==> config.mk <==
export PLATFORM = sky130hd
export DESIGN_NAME = url_percent_decoder
export DESIGN_NICKNAME = d
export VERILOG_FILES = /design/src/design/upd_pkg.sv /design/src/design/upd_decode.sv /design/src/design/upd_out_buf.sv /design/src/design/url_percent_decoder.sv
export SDC_FILE = /design/constraint.sdc
export NUM_CORES = 1
export LEC_CHECK = 0
export BUFFER_PORTS_ARGS = -buffer_cell sky130_fd_sc_hd__clkbuf_2
export CAP_MARGIN = 15
export CELL_PAD_IN_SITES_DETAIL_PLACEMENT = 1
export CELL_PAD_IN_SITES_GLOBAL_PLACEMENT = 1
export CORE_ASPECT_RATIO = 1.25
export CORE_MARGIN = 2
export CORE_UTILIZATION = 42
export CTS_CLUSTER_SIZE = 40
export DETAILED_ROUTE_END_ITERATION = 8
export PLACE_DENSITY_LB_ADDON = 0.1
export SLEW_MARGIN = 20
export SYNTH_ARGS = -nofsm -noshare
export SYNTH_HDL_FRONTEND = slang
export SYNTH_SLANG_ARGS = --single-unit
==> constraint.sdc <==
create_clock -name clk -period 4.2 [get_ports clk]
set_input_delay 0.84 -clock clk [delete_from_list [all_inputs] [get_ports clk]]
set_output_delay 0.84 -clock clk [all_outputs]
set_load 0.01 [all_outputs]
==> src/design/upd_pkg.sv <==
`timescale 1ns / 1ps
// ----------------------------------------------------------------------------
// upd_pkg
// Types, character constants and the hex digit helper for the percent decoder.
// ----------------------------------------------------------------------------
package upd_pkg;

  localparam logic [7:0] CH_PLUS    = 8'h2B;
  localparam logic [7:0] CH_PERCENT = 8'h25;
  localparam logic [7:0] CH_SPACE   = 8'h20;

  // Escape parser phase. Code 3 is unused and behaves as plain.
  typedef enum logic [1:0] {
    PH_PLAIN = 2'd0,
    PH_PCT   = 2'd1,
    PH_DIG   = 2'd2
  } upd_phase_t;

  // Group of up to three result bytes produced by one input character.
  typedef struct packed {
    logic [2:0][7:0] bytes;
    logic [1:0]      cnt;
    logic            last;
  } upd_grp_t;

  // Returns {is_hex, value}.
  function automatic logic [4:0] hex_val(input logic [7:0] c);
    logic [4:0] r;
    r = 5'd0;
    if (c >= 8'h30 && c <= 8'h39) begin
      r = {1'b1, c[3:0]};
    end else if ((c >= 8'h61 && c <= 8'h66) || (c >= 8'h41 && c <= 8'h46)) begin
      r = {1'b1, c[3:0] + 4'd9};
    end
    return r;
  endfunction

endpackage

==> src/design/upd_decode.sv <==
`timescale 1ns / 1ps
// ----------------------------------------------------------------------------
// upd_decode
// Escape state registers and the per-character decode into a result group.
// ----------------------------------------------------------------------------
module upd_decode (
  input  logic              clk,
  input  logic              rst_n,
  input  logic              advance,
  input  logic [7:0]        char_in,
  input  logic              last_in,
  output upd_pkg::upd_grp_t grp
);
  import upd_pkg::*;

  upd_phase_t phase_r, phase_nxt;
  logic [7:0] held_r, held_nxt;
  logic [4:0] hx_c, hx_h;

  always_comb begin
    logic [2:0][7:0] b;
    logic [1:0]      n;
    logic            do_plain;
    b         = '0;
    n         = 2'd0;
    do_plain  = 1'b0;
    phase_nxt = PH_PLAIN;
    held_nxt  = held_r;
    hx_c      = hex_val(char_in);
    hx_h      = hex_val(held_r);
    case (phase_r)
      PH_PCT: begin
        if (hx_c[4] && !last_in) begin
          held_nxt  = char_in;
          phase_nxt = PH_DIG;
        end else begin
          b[0]     = CH_PERCENT;
          n        = 2'd1;
          do_plain = 1'b1;
        end
      end
      PH_DIG: begin
        if (hx_h[4] && hx_c[4]) begin
          b[0] = {hx_h[3:0], hx_c[3:0]};
          n    = 2'd1;
        end else begin
          b[0]     = CH_PERCENT;
          b[1]     = held_r;
          n        = 2'd2;
          do_plain = 1'b1;
        end
      end
      default: begin
        do_plain = 1'b1;
      end
    endcase
    if (do_plain) begin
      if (char_in == CH_PLUS) begin
        b[n] = CH_SPACE;
        n    = n + 2'd1;
      end else if (char_in == CH_PERCENT && !last_in) begin
        phase_nxt = PH_PCT;
      end else begin
        b[n] = char_in;
        n    = n + 2'd1;
      end
    end
    // The end of a string always leaves the parser in the plain phase.
    if (last_in) begin
      phase_nxt = PH_PLAIN;
    end
    grp.bytes = b;
    grp.cnt   = n;
    grp.last  = last_in;
  end

  always_ff @(posedge clk) begin
    if (!rst_n) begin
      phase_r <= PH_PLAIN;
      held_r  <= 8'd0;
    end else if (advance) begin
      phase_r <= phase_nxt;
      held_r  <= held_nxt;
    end
  end

endmodule

==> src/design/upd_out_buf.sv <==
`timescale 1ns / 1ps
// ----------------------------------------------------------------------------
// upd_out_buf
// Result register holding one group and handing its bytes out one at a time.
// ----------------------------------------------------------------------------
module upd_out_buf (
  input  logic              clk,
  input  logic              rst_n,
  input  logic              load,
  input  upd_pkg::upd_grp_t grp,
  output logic              can_load,
  output logic              out_valid,
  input  logic              out_stall,
  output logic [7:0]        out_byte,
  output logic              out_last
);
  import upd_pkg::*;

  logic [2:0][7:0] bytes_r;
  logic            last_r;
  logic [1:0]      rem_r, rem_nxt;
  logic [1:0]      pos_r, pos_nxt;
  logic            pop;

  assign out_valid = (rem_r != 2'd0);
  assign pop       = out_valid && !out_stall;
  assign out_byte  = bytes_r[pos_r];
  assign out_last  = last_r && (rem_r == 2'd1);
  // Free now, or its final byte leaves in this cycle.
  assign can_load  = (rem_r == 2'd0) || ((rem_r == 2'd1) && pop);

  always_comb begin
    rem_nxt = rem_r;
    pos_nxt = pos_r;
    if (load) begin
      rem_nxt = grp.cnt;
      pos_nxt = 2'd0;
    end else if (pop) begin
      rem_nxt = rem_r - 2'd1;
      pos_nxt = pos_r + 2'd1;
    end
  end

  always_ff @(posedge clk) begin
    if (!rst_n) begin
      rem_r <= 2'd0;
      pos_r <= 2'd0;
    end else begin
      rem_r <= rem_nxt;
      pos_r <= pos_nxt;
    end
  end

  always_ff @(posedge clk) begin
    if (load) begin
      bytes_r <= grp.bytes;
      last_r  <= grp.last;
    end
  end

endmodule

==> src/design/url_percent_decoder.sv <==
`timescale 1ns / 1ps
// ----------------------------------------------------------------------------
// url_percent_decoder
// Streaming decoder for form-encoded text: plus to space, %XX to one byte.
// ----------------------------------------------------------------------------
//   Channel  Handshake          Payload
//   in       in_valid/in_stall  in_byte[7:0], in_last
//   out      out_valid/out_stall out_byte[7:0], out_last
//
// A character is captured in the input register, decoded in the next cycle by
// short logic into a group of zero to three bytes, and that group is loaded
// into the result register, which hands its bytes out one per cycle while
// out_stall is low. Sustained rate is one character per cycle while each
// character yields at most one byte and out_stall is low; a group of two or
// three bytes holds the input while the result register drains.
// Reset (rst_n low, synchronous) empties both registers and returns the
// escape parser to the plain phase.
// in_stall rises only when a captured transaction cannot yet hand its group
// to the result register; out_stall holds the current byte in place.
// ----------------------------------------------------------------------------
module url_percent_decoder (
  input  logic       clk,
  input  logic       rst_n,
  input  logic       in_valid,
  output logic       in_stall,
  input  logic [7:0] in_byte,
  input  logic       in_last,
  output logic       out_valid,
  input  logic       out_stall,
  output logic [7:0] out_byte,
  output logic       out_last
);
  import upd_pkg::*;

  // Input register.
  logic       s1_vld_r;
  logic [7:0] s1_byte_r;
  logic       s1_last_r;

  upd_grp_t grp;
  logic     can_load;
  logic     s1_go;
  logic     in_acc;

  // A captured character moves on when its group fits; a group with no bytes
  // (an escape merely advancing) always moves on.
  assign s1_go    = s1_vld_r && ((grp.cnt == 2'd0) || can_load);
  assign in_stall = s1_vld_r && !s1_go;
  assign in_acc   = in_valid && !in_stall;

  always_ff @(posedge clk) begin
    if (!rst_n) begin
      s1_vld_r <= 1'b0;
    end else if (in_acc) begin
      s1_vld_r <= 1'b1;
    end else if (s1_go) begin
      s1_vld_r <= 1'b0;
    end
  end

  always_ff @(posedge clk) begin
    if (in_acc) begin
      s1_byte_r <= in_byte;
      s1_last_r <= in_last;
    end
  end

  upd_decode u_decode (
    .clk     (clk),
    .rst_n   (rst_n),
    .advance (s1_go),
    .char_in (s1_byte_r),
    .last_in (s1_last_r),
    .grp     (grp)
  );

  upd_out_buf u_out_buf (
    .clk       (clk),
    .rst_n     (rst_n),
    .load      (s1_go && (grp.cnt != 2'd0)),
    .grp       (grp),
    .can_load  (can_load),
    .out_valid (out_valid),
    .out_stall (out_stall),
    .out_byte  (out_byte),
    .out_last  (out_last)
  );

endmodule
==> Word-level counts from Yosys, hierarchy flattened <==
Index checks and enable logic that the tools add are counted.
{ "totals": {"regBits": 49, "inputBits": 13, "out_inout_bits": 11, "word_cells": 109} }
{ "op_classes": {"n_addsub": 5, "magnitude_cmp": 15, "n_eq_ne": 5, "muxes": 36, "bitwise_logic": 4, "reduce_logical": 33} }
{ "op_table": {"columns": ["cell", "count"], "rows": [
  ["2-to-1 mux 24 bit", 2],
  ["2-to-1 mux 8 bit", 5],
  ["greater-or-equal comparator 8 x 7 -> 1 bit (second input constant)", 4],
  ["<= comparator 8 x 7 -> 1 bit (second input constant)", 4],
  ["bitwise mux 24 bit", 1],
  ["2-to-1 mux 2 bit", 12],
  ["bitwise AND 14 x 21 -> 21 bit", 1],
  ["inverter 21 bit", 1],
  ["2-to-1 mux 5 bit", 4],
  ["logical AND 1 bit", 17],
  ["binary-select mux 8 bit (select 2 bit)", 1],
  ["demux 8 bit (select 2 bit)", 1],
  ["== test 8 x 6 -> 1 bit (second input constant)", 2],
  ["greater-or-equal comparator 8 x 6 -> 1 bit (second input constant)", 2],
  ["<= comparator 8 x 6 -> 1 bit (second input constant)", 2],
  ["2-to-1 mux 16 bit", 1],
  ["case mux 8 bit (2 select lines)", 1],
  ["adder 4 bit (second input constant)", 2],
  ["nonzero test 2 bit", 4],
  ["< comparator 2 x 3 -> 1 bit (second input constant)", 2],
  ["2-to-1 mux 6 bit", 1],
  ["2-to-1 mux 1 bit", 5],
  ["adder 2 x 1 -> 2 bit (second input constant)", 2],
  ["== test 2 x 1 -> 1 bit (second input constant)", 2],
  ["other kinds (12)", 19]
]} }

==> Logic depth before layout (Yosys ltp) <==
Gate-level depths: netlist of the first run.
{ "depth": {"word_depth": 20, "ltp_mapped": 17, "depth_no_buf": 16} }

==> Cells and area by module <==
A second synthesis of the first run with hierarchy kept.
{ "unflattened": {"hier_cells": 282, "hier_area_um2": 2847.7} }
{ "by_module_without_submodules": {"columns": ["module", "instances", "cells_per_inst", "area_each_um2"], "rows": [
  ["upd_decode", 1, 184, 1362.6],
  ["upd_out_buf", 1, 80, 1147.4],
  ["url_percent_decoder", 1, 18, 337.8]
]} }

==> Worst setup path before layout of the first run <==
OpenSTA, ideal clock, no wires.
{ "synth_timing": {"path_type": "reg-to-reg", "start": "register s1_byte_r[6]", "end": "register u_out_buf.bytes_r[0] in the netlist's numbering, enable pin", "setup_time_ns": 0.407, "arrival_ns": 3.838, "slack_ns": -0.045, "stages_incl_launch_ff": 14, "path_buffers": 0, "synth_period_minus_slack_ns": 4.245, "cell_sequence": "edfxtp_1 or4bb_1 a21oi_1 nor2_1 a211o_1 a21oi_1 inv_1 ha_1 nand2_1 o311ai_0 a21oi_1 nor2_1 nand2_1 nor2_1"} }
{ "synth_via": {"elab_chain_len": 16, "elab_cells_between_ends": 32, "cone_classes": "add/sub: 1; order compare: 6; eq/ne: 2; mux: 11; reduce/logical: 12"} }
{ "synth_rtl": {"columns": ["element", "line", "source"], "rows": [
  ["from (decl)", "url_percent_decoder.sv:37", "logic [7:0] s1_byte_r;"],
  ["from (signal assigned)", "url_percent_decoder.sv:63", "s1_byte_r <= in_byte;"],
  ["greater-or-equal comparator 8 x 7 -> 1 bit / <= comparator 8 x 7 -> 1 bit (equally long branches)", "upd_pkg.sv:32", "end else if ((c >= 8'h61 && c <= 8'h66) || (c >= 8'h41 && c <= 8'h46)) begin"],
  ["logical AND 1 bit", "upd_pkg.sv:32", null],
  ["logical OR 1 bit", "upd_pkg.sv:32", null],
  ["2-to-1 mux 5 bit", "upd_pkg.sv:32", null],
  ["2-to-1 mux 5 bit", "upd_pkg.sv:30", "if (c >= 8'h30 && c <= 8'h39) begin"],
  ["logical AND 1 bit, on equally long branches", "upd_decode.sv:43, upd_decode.sv:33", null],
  ["2-to-1 mux 2 bit / 2-to-1 mux 1 bit (equally long branches)", "upd_decode.sv:43, upd_decode.sv:33", null],
  ["case mux 2 bit (2 select lines)", "upd_decode.sv:31", "case (phase_r)"],
  ["adder 2 x 1 -> 2 bit", "upd_decode.sv:60, upd_decode.sv:65", null],
  ["2-to-1 mux 2 bit", "upd_decode.sv:61", "end else if (char_in == CH_PERCENT && !last_in) begin"],
  ["2-to-1 mux 2 bit", "upd_decode.sv:58", "if (char_in == CH_PLUS) begin"],
  ["2-to-1 mux 2 bit *", "upd_decode.sv:57", "if (do_plain) begin"],
  ["logical NOT 2 bit", "url_percent_decoder.sv:47", "assign s1_go = s1_vld_r && ((grp.cnt == 2'd0) || can_load);"],
  ["logical OR 1 bit", "url_percent_decoder.sv:47", null],
  ["logical AND 1 bit", "url_percent_decoder.sv:47", null],
  ["logical AND 1 bit *", "url_percent_decoder.sv:80", ".load (s1_go && (grp.cnt != 2'd0)),"],
  ["via u_out_buf.load", "upd_out_buf.sv:9", "input logic load,"],
  ["to (signal assigned)", "upd_out_buf.sv:56", "bytes_r <= grp.bytes;"],
  ["to (decl)", "upd_out_buf.sv:19", "logic [2:0][7:0] bytes_r;"]
]} }
Mark *: on every way through the listed nets, which the timed path passes. The rest lies on a longest branch.
A chain may end at the register's enable or synchronous reset.

==> Worst setup path in the final report of the first run <==
{ "layout_timing": {"start": "register s1_byte_r[6]", "end": "output in_stall"} }
{ "layout_via": {"elab_chain_len": 17, "elab_cells_between_ends": 32, "cone_classes": "add/sub: 1; order compare: 6; eq/ne: 2; mux: 11; reduce/logical: 12"} }
{ "layout_rtl": {"columns": ["element", "line", "source"], "rows": [
  ["greater-or-equal comparator 8 x 7 -> 1 bit / <= comparator 8 x 7 -> 1 bit (equally long branches)", "upd_pkg.sv:32", null],
  ["logical AND 1 bit", "upd_pkg.sv:32", null],
  ["logical OR 1 bit", "upd_pkg.sv:32", null],
  ["2-to-1 mux 5 bit", "upd_pkg.sv:32", null],
  ["2-to-1 mux 5 bit", "upd_pkg.sv:30", null],
  ["logical AND 1 bit, on equally long branches", "upd_decode.sv:43, upd_decode.sv:33", null],
  ["2-to-1 mux 2 bit / 2-to-1 mux 1 bit (equally long branches)", "upd_decode.sv:43, upd_decode.sv:33", null],
  ["case mux 2 bit (2 select lines)", "upd_decode.sv:31", null],
  ["adder 2 x 1 -> 2 bit", "upd_decode.sv:60, upd_decode.sv:65", null],
  ["2-to-1 mux 2 bit", "upd_decode.sv:61", null],
  ["2-to-1 mux 2 bit", "upd_decode.sv:58", null],
  ["2-to-1 mux 2 bit *", "upd_decode.sv:57", null],
  ["logical NOT 2 bit *", "url_percent_decoder.sv:47", null],
  ["logical OR 1 bit *", "url_percent_decoder.sv:47", null],
  ["logical AND 1 bit *", "url_percent_decoder.sv:47", null],
  ["logical NOT 1 bit *", "url_percent_decoder.sv:48", "assign in_stall = s1_vld_r && !s1_go;"],
  ["logical AND 1 bit *", "url_percent_decoder.sv:48", null],
  ["to (decl)", "url_percent_decoder.sv:25", "output logic in_stall,"]
]} }
Every way passes the cells marked *; elsewhere a longest branch is shown, timed or not.

==> results_dict.tcl, run 1 <==
set metrics [dict create \
    crit_arrival_ns 3.27 \
    synth_edf_count 34 \
    wirelength_um 7270 \
    top_layer_used "met4" \
    reg2reg_from "s1_byte_r[0]$_DFFE_PP_" \
    max_stage_delay_ns 0.60 \
    leakage_nw 1.22 \
    grt_max_degree 26 \
    drtAntennaViolNets 0 \
    coreArea_mm2 0.00648 \
    final_nets 344 \
    synth-seq-area-share 0.476 \
    syn_area_per_cell_um2 10.1 \
    clkTransAtPathRegs_ns 0.09 \
    vias_per_cell 5.56 \
    firstDrtPassIters 4 \
    fmax_mhz 243 \
    rr_endpoint "s1_byte_r[3]$_DFFE_PP_" \
    clkSinkCount 49 \
    final_cell_mix "34 x nand2_1, 34 x edfxtp_1, 23 x o21ai_0, 23 x clkbuf_2, 22 x buf_4" \
    end_kind "output pin" \
    dieArea_mm2 0.00728 \
    gr-total-overflow 0 \
    min_period_ns 4.11 \
    syn_inst 275 \
    root_buffer "clkbuf_8" \
    clock_skew_ns 0.00600 \
    initial_core_util 0.428 \
    dieHeight_um 94.9 \
    synthMuxAreaShare 0.0325 \
    synthAdderAreaFrac 0.0631 \
    status "finished, final reports clean" \
    area_delta_synth_final_pct 19.5 \
    power.density_mw_per_mm2 329 \
    regArea_mm2 0.00132 \
    synth_flop_cell "edfxtp_1" \
    clkLatencyLatePin_ns 0.30 \
    setup-tns-final_ns 0 \
    cap_violations 0 \
    numCtsBuffers 5 \
    grt_pass1_wl_um 11400 \
    irDropWorstVdd_v 0.000199 \
    whs_ns 0.503 \
    cts_hold_buf 0 \
    place_area_mm2 0.00305 \
    antenna_found_initial 0 \
    grtUsageTotal 0.204 \
    hold_viol 0 \
    wl_met3_um 325 \
    cts_tree "yes" \
    synth_seq_cells 49 \
    report.final.slew_viol_count 0 \
    worstMarginPinSlew_ns 0.939 \
    maxSlewHeadroom 0.358 \
    io_buffers 23 \
    route.met2.wl_um 3830 \
    n_antenna_cell 0 \
    finalSetupViolations 0 \
    power_mw 1.09 \
    crit_required_ns 3.36 \
    crit_type "register to output pin" \
    mappedNetlistNets 302 \
    synth_area_leaders "edfxtp_1 37%, dfxtp_1 11%, ha_1 6.3%" \
    layout-drive-gt1-share 0.252 \
    die_width_um 76.7 \
    critPathMaxFanout 4 \
    hold_path.startpoint "u_decode.held_r[7]$_SDFFE_PN0P_" \
    post-route-drc-count 0 \
    fillers 746 \
    synthSimpleGateAreaFrac 0.182 \
    final_area_mm2 0.00332 \
    yosysTopAreaCell "edfxtp_1" \
    reg2regPathDepth 16 \
    period_share 0.979 \
    synth_top_family_by_area "compound AO/OA/AOI/OAI gates" \
    synth_cell_types 57 \
    rrSetupSlack_ns 0.49 \
    crit_chain "or4bb_4 -> a21oi_4 -> nor2_2 -> a211o_1 -> a21oi_2 -> inv_2 -> ha_4 -> nand2_1 -> o311ai_2 -> a21oi_2 -> nor2_1 -> nand2_2 -> nor2_2 -> clkbuf_2" \
    htreeDepth 2 \
    synth_xor_area_frac 0.0221 \
    clockBufferDepth 2 \
    pin_count 24 \
    hold_path.class "register to register" \
    wl_per_cell_um 18.0 \
    rows 33 \
    synth_warnings 0 \
    synthArstFlopShare 0 \
    grt_pass1_vias 2280 \
    dp_hpwl_um 5400 \
    syn_area_mm2 0.00278 \
    place.gp.congestion 0.926 \
    synth_compound_area_frac 0.185 \
    cp-endpoint "in_stall" \
    crit_path_start_kind "register" \
    slowest_stage "or4bb_4" \
    synth_top_area_share 0.368 \
    startpoint "s1_byte_r[6]$_DFFE_PP_" \
    drt-initial-drc-count 107 \
    multi_input_area_mm2 0.00144 \
    vias 2253 \
    m1WireLength_um 2960 \
]
==> worst min path at each step <==
stage,end,slack (ns),cells past startpoint
6_report,u_decode.held_r[7]$_SDFFE_PN0P_,0.50,2
4_1_cts,u_decode.held_r[7]$_SDFFE_PN0P_,0.50,2
5_1_grt,u_decode.held_r[7]$_SDFFE_PN0P_,0.54,2
3_3_place_gp,u_decode.held_r[7]$_SDFFE_PN0P_,0.48,2
2_1_floorplan,u_decode.held_r[7]$_SDFFE_PN0P_,0.44,2
3_5_place_dp,u_decode.held_r[7]$_SDFFE_PN0P_,0.49,2
==> cell families after synthesis <==
logic type	after synthesis
flops	49
mux	9
simple gates	97
buf+inv	25
fa+ha+maj	14
xor+xnor	7
compound gates	74
==> Yosys cell counts (4+ instances only) <==
master	instances
nand3_1	7
a22o_1	4
mux2i_1	9
ha_1	14
edfxtp_1	34
a21oi_1	11
dfxtp_1	15
xnor2_1	5
nor2b_1	6
inv_1	15
clkbuf_1	8
nand2_1	35
nor2_1	18
and3_1	9
o21ai_0	23
==> power by group <==
| part | total [mW] | leakage, nW | internal, mW | switching, mW |
|---|---|---|---|---|
| clock network | 0.333 | 0.0518 | 0.175 | 0.157 |
| logic | 0.178 | 0.719 | 0.0766 | 0.101 |
| registers | 0.580 | 0.450 | 0.557 | 0.0237 |
| total | 1.09 | 1.22 | 0.808 | 0.282 |
==> sequential cells by signal, summed over array words and instances (netlist names) <==
signal and cells:
u_decode.held_r 8, s1_last_r 1, u_out_buf.bytes_r 24, u_out_buf.pos_r 2, u_out_buf.rem_r 2, u_decode.phase_r 2
s1_vld_r 1, s1_byte_r 8, u_out_buf.last_r 1
==> critical path, delay by kind of cell (launching register included) <==
kind / cells / cell delay (ns)
adder cells (fa/ha/maj): 1 / 0.27
flip-flops: 1 / 0.42
buffers and inverters: 2 / 0.23
AND/OR/NAND/NOR: 6 / 1.09
AO/OA/AOI/OAI: 5 / 0.95
==> metrics by stage <==
stage | util | setup slack, ns | instances
after floorplan | - | 0.358 | 275
after global placement | 0.471 | 0.258 | 389
after detailed placement | 0.471 | 0.0885 | 389
after CTS | 0.497 | 0.00427 | 402
after global routing | 0.511 | -0.0620 | 405
final | 0.511 | 0.0900 | 405
==> final cells by class <==
cell class              count  share of cell area
clock buffers               5              0.0208
inverters                  15              0.0170
repair buffers             45              0.0845
flip-flops and latches     49               0.399
multi-input cells         201               0.433
well taps                  87              0.0328
clock inverters             3              0.0125
==> repair_timing <==
action | CTS | global route
setup endpoints to repair | 1 | 1
gates resized for setup | 7 | 17
buffers inserted | 5 | 3
pin swaps | 1 | 5
==> per-layer routing <==
layer,track usage,up-vias
li1,-,1092
met1,0.235,1089
met2,0.385,61
met3,0.0363,11
met4,0.0636,0
met5,0,-
Note: power is estimated with default switching activity, not from simulation.
==> run 2, diff against run 1 <==
Settings changed: CORE_UTILIZATION 42 to 47, GPL_TIMING_DRIVEN set to 0.
Clock period 4.2 ns to 4.1 ns, I/O delays scaled along.
==> results_dict.tcl, run 2 (same netlist as run 1, synthesis figures left out) <==
set metrics [dict create \
    setup-tns-final_ns -0.0238 \
    crit_type "register to output pin" \
    report.final.slew_viol_count 0 \
    coreArea_mm2 0.00574 \
    pin_count 24 \
    grtUsageTotal 0.244 \
    fmax_mhz 242 \
    clock_skew_ns 0.00772 \
    drt-initial-drc-count 135 \
    irDropWorstVdd_v 0.000262 \
    final_cell_mix "34 x edfxtp_1, 32 x nand2_1, 28 x buf_4, 23 x o21ai_0, 21 x clkbuf_2" \
    largestRegisters "u_out_buf.bytes_r (24), s1_byte_r (8), u_decode.held_r (8)" \
    cts_hold_buf 0 \
    place_area_mm2 0.00297 \
    grt_pass1_wl_um 12100 \
    io_buffers 22 \
    min_period_ns 4.12 \
    clockBufferDepth 2 \
    startpoint "s1_byte_r[0]$_DFFE_PP_" \
    power_mw 1.14 \
    regMostFlops "u_out_buf.bytes_r" \
    dieArea_mm2 0.00654 \
    crit_arrival_ns 3.30 \
    period_share 1.01 \
    reg2reg_from "s1_byte_r[0]$_DFFE_PP_" \
    htreeDepth 2 \
    cp-endpoint "in_stall" \
    final_common_cell "edfxtp_1" \
    rows 31 \
    fillers 632 \
    firstDrtPassIters 4 \
    power.density_mw_per_mm2 325 \
    numCtsBuffers 5 \
    critPathMaxFanout 7 \
    clkTransAtPathRegs_ns 0.09 \
    place.gp.congestion 0.847 \
    maxSlewHeadroom 0.341 \
    layout-drive-gt1-share 0.285 \
    clkLatencyLatePin_ns 0.31 \
    wl_per_cell_um 21.7 \
    grt_max_degree 26 \
    worstMarginPinSlew_ns 0.963 \
    post-route-drc-count 0 \
    vias 2418 \
    violations "setup timing" \
    rsz0062_at_grt "yes" \
    final_area_mm2 0.00350 \
    whs_ns 0.506 \
    vias_per_cell 6.06 \
    clkSinkCount 49 \
    drtAntennaViolNets 0 \
    hold_viol 0 \
    finalSetupViolations 1 \
    cap_violations 0 \
    grt_pass1_vias 2462 \
    initial_core_util 0.483 \
    rrSetupSlack_ns 0 \
    cts_tree "yes" \
    antenna_found_initial 0 \
    crit_required_ns 3.28 \
    end_kind "output pin" \
    crit_path_start_kind "register" \
    die_width_um 72.7 \
    dp_hpwl_um 5190 \
    root_buffer "clkbuf_8" \
    wirelength_um 8680 \
    area_delta_synth_final_pct 26.0 \
    gr-total-overflow 0 \
    largest_reg_flops 24 \
    final_nets 359 \
    fin_ws_ns -0.0238 \
    n_antenna_cell 0 \
    dieHeight_um 89.9 \
    leakage_nw 1.30 \
    reg2regPathDepth 19 \
    hold_path.class "register to register" \
    status "finished, violations left" \
    rr_endpoint "u_decode.held_r[3]$_SDFFE_PN0P_" \
]
run 2: cell types whose count changed in the layout (fill, tap and decap cells not counted), moves of 3 or more:
cell,before,now
buf_6,0,4
clkbuf_1,0,8
buf_4,22,28
nor2_4,0,3
run 2: how the worst min path moves through the flow:
stage                                                start                                to  slack [ns]  depth (start not counted)
after global placement     u_decode.held_r[7]$_SDFFE_PN0P_   u_decode.held_r[7]$_SDFFE_PN0P_        0.47                          2
after detailed placement   u_decode.held_r[7]$_SDFFE_PN0P_   u_decode.held_r[7]$_SDFFE_PN0P_        0.47                          2
after floorplan            u_decode.held_r[7]$_SDFFE_PN0P_   u_decode.held_r[7]$_SDFFE_PN0P_        0.44                          2
final                     u_decode.phase_r[0]$_SDFFE_PN0N_  u_decode.phase_r[0]$_SDFFE_PN0N_        0.51                          2
after CTS                  u_decode.held_r[7]$_SDFFE_PN0P_   u_decode.held_r[7]$_SDFFE_PN0P_        0.49                          2
after global routing       u_decode.held_r[7]$_SDFFE_PN0P_   u_decode.held_r[7]$_SDFFE_PN0P_        0.54                          2
run 2: cell type report:
cell class / count / area (um2) / share of cell area
multi-input combinational: 201 / 1540 / 0.439
sequential: 49 / 1330 / 0.380
timing repair buffer: 51 / 338 / 0.0966
tap: 66 / 82.6 / 0.0236
clock buffer: 6 / 72.6 / 0.0208
inverter: 15 / 56.3 / 0.0161
buffer: 9 / 48.8 / 0.0140
clock inverter: 2 / 33.8 / 0.00966
run 2: stage by stage:
stage                     setup slack (ns)  cells   util
final                              -0.0238    399  0.609
after global routing                -0.173    399  0.609
after CTS                          -0.0815    392  0.583
after detailed placement            -0.610    363  0.517
after global placement              -0.495    363  0.517
after floorplan                      0.261    275      -
run 2: worst max-delay path, stage by stage, from the launching register on:
cell	delay [ns]
edfxtp_1	0.49
inv_2	0.12
ha_2	0.22
nor3b_4	0.33
nor3_4	0.08
nor2_4	0.17
buf_4	0.13
a21o_1	0.14
nand2_4	0.10
ha_4	0.34
nand2_4	0.05
o311ai_4	0.26
a21oi_2	0.09
nor2_2	0.16
nand2_2	0.09
nor2_4	0.10
buf_6	0.10
run 2: metal layers:
layer | global-route usage | part of all wire | up-vias
li1 | - | - | 1129
met4 | 0.137 | 0.055 | 0
met3 | 0.0314 | 0.040 | 32
met1 | 0.289 | 0.38 | 1180
met2 | 0.414 | 0.52 | 77
met5 | 0 | 0 | -
run 2: power by group:
| group | internal [mW] | leakage, nW | switching, mW |
|---|---|---|---|
| combinational | 0.0865 | 0.795 | 0.123 |
| clock | 0.180 | 0.0528 | 0.158 |
| sequential | 0.569 | 0.451 | 0.0209 |
| total | 0.836 | 1.30 | 0.302 |
run 2: repair_timing:
item / in CTS / in global routing
gates resized for setup: 26 / 23
pin swaps: 12 / 11
setup buffers: 21 / 8
setup endpoints to repair: 47 / 16
==> run 3, diff against run 2 <==
Settings changed: PLACE_DENSITY_LB_ADDON 0.1 to 0.3.
==> results_dict.tcl, run 3 (same netlist as run 1, synthesis figures left out) <==
set metrics [dict create \
    crit_path_start_kind "register" \
    hold_viol 0 \
    crit_required_ns 3.28 \
    clkTransAtPathRegs_ns 0.09 \
    report.final.slew_viol_count 0 \
    area_delta_synth_final_pct 24.7 \
    place_area_mm2 0.00297 \
    drt-initial-drc-count 151 \
    critPathMaxFanout 4 \
    grtUsageTotal 0.252 \
    crit_type "register to output pin" \
    io_buffers 22 \
    wirelength_um 8710 \
    final_cell_mix "34 x edfxtp_1, 32 x nand2_1, 27 x buf_4, 23 x o21ai_0, 21 x clkbuf_2" \
    coreArea_mm2 0.00574 \
    regMostFlops "u_out_buf.bytes_r" \
    crit_arrival_ns 3.37 \
    irDropWorstVdd_v 0.000195 \
    crit_chain "buf_4 -> buf_4 -> and3_1 -> nor3_4 -> nor2_4 -> a211o_1 -> a21oi_2 -> inv_2 -> ha_4 -> nand2_4 -> o311ai_4 -> a21oi_2 -> nor2_1 -> nand2_2 -> nor2_4 -> buf_6" \
    clockPowerShare 0.305 \
    pin_count 24 \
    max_stage_delay_ns 0.50 \
    dieHeight_um 89.9 \
    setup-tns-final_ns -0.0932 \
    largestRegisters "u_out_buf.bytes_r (24), s1_byte_r (8), u_decode.held_r (8)" \
    wl_per_cell_um 21.8 \
    cts_tree "yes" \
    end_kind "output pin" \
    cts_hold_buf 0 \
    period_share 1.02 \
    clockBufferDepth 2 \
    min_period_ns 4.19 \
    final_area_mm2 0.00346 \
    clock_skew_ns 0.00861 \
    final_nets 359 \
    finalSetupViolations 1 \
    post-route-drc-count 0 \
    htreeDepth 2 \
    p_comb_frac 0.185 \
    grt_pass1_vias 2574 \
    place.gp.congestion 0.824 \
    leakage_nw 1.29 \
    swShare 0.262 \
    gr-total-overflow 0 \
    vias 2452 \
    fillers 647 \
    antenna_found_initial 0 \
    numCtsBuffers 5 \
    slowest_stage "edfxtp_1" \
    final_common_cell "edfxtp_1" \
    grt_max_degree 26 \
    drtAntennaViolNets 0 \
    die_width_um 72.7 \
    rsz0062_at_grt "yes" \
    dieArea_mm2 0.00654 \
    hold_path.class "register to register" \
    cap_violations 0 \
    grt_pass1_wl_um 12800 \
    maxSlewHeadroom 0.341 \
    n_antenna_cell 0 \
    vias_per_cell 6.15 \
    power.density_mw_per_mm2 335 \
    utilization 0.603 \
    m1WireLength_um 3340 \
    wl_met3_um 337 \
    seqPwrFrac 0.510 \
    fmax_mhz 238 \
    rows 31 \
    clkLatencyLatePin_ns 0.30 \
    initial_core_util 0.483 \
    route.met2.wl_um 4540 \
    root_buffer "clkbuf_8" \
    p_int_mw 0.856 \
    violations "setup timing" \
    fin_ws_ns -0.0932 \
    p_switching_mw 0.303 \
    largest_reg_flops 24 \
    layout-drive-gt1-share 0.270 \
    status "finished, violations left" \
    top_layer_used "met4" \
    dp_hpwl_um 5120 \
    worstMarginPinSlew_ns 0.964 \
    firstDrtPassIters 4 \
    rrSetupSlack_ns 0.11 \
    clkSinkCount 49 \
]
[run 3: worst paths after layout]
| check | start | endpoint | cells past startpoint |
|---|---|---|---|
| min reg2reg | u_decode.phase_r[0]$_SDFFE_PN0N_ | u_decode.phase_r[0]$_SDFFE_PN0N_ | 2 |
| max | s1_byte_r[0]$_DFFE_PP_ | in_stall | 16 |
| min | u_decode.phase_r[0]$_SDFFE_PN0N_ | u_decode.phase_r[0]$_SDFFE_PN0N_ | 2 |
| max reg2reg | s1_byte_r[0]$_DFFE_PP_ | u_decode.held_r[1]$_SDFFE_PN0P_ | 17 |
[run 3: metal layers]
metal  track usage  vias to the layer above
li1              -                     1119
met3        0.0460                       45
met2         0.432                       93
met1         0.285                     1195
met5             0                        -
met4         0.145                        0
[run 3: worst max-delay path: cells and delay by family, from the launching register on]
kind | cells | cell delay [ns]
AO/OA/AOI/OAI | 4 | 0.82
adder cells (fa/ha/maj) | 1 | 0.29
buffers and inverters | 4 | 0.51
flip-flops | 1 | 0.50
AND/OR/NAND/NOR | 7 | 0.94
[run 3: area by class of cell]
type | instances | area (um2) | share of cell area
multi-input combinational | 201 | 1500 | 0.432
sequential | 49 | 1330 | 0.383
timing repair buffer | 50 | 330 | 0.0955
clock buffer | 7 | 86.3 | 0.0250
tap | 66 | 82.6 | 0.0239
inverter | 15 | 56.3 | 0.0163
buffer | 10 | 52.6 | 0.0152
clock inverter | 1 | 30.0 | 0.00868
[run 3: power by group through the flow]
stage	sequential, mW	combinational (mW)	clock (mW)
after detailed placement	0.608	0.158	0
final	0.592	0.214	0.354
after global placement	0.605	0.150	0
after floorplan	0.596	0.109	0
after CTS	0.591	0.189	0.362
after global routing	0.595	0.231	0.379
[run 3: stage by stage]
stage	setup WS, ns	power, mW	hold slack, ns	cells
6_report	-0.0932	1.16	0.506	399
5_1_grt	-0.250	1.21	0.555	399
2_1_floorplan	0.261	0.705	0.444	275
4_1_cts	0.0155	1.14	0.486	389
3_3_place_gp	-0.455	0.755	0.464	363
3_5_place_dp	-0.505	0.766	0.470	363
[run 3: timing repair]
item                                    in CTS  in global routing
setup buffers                               18                 10
pin swaps                                    9                 10
endpoints found under the setup margin      47                 14
resized for setup                           27                 12
hold endpoints to repair                     0                  0
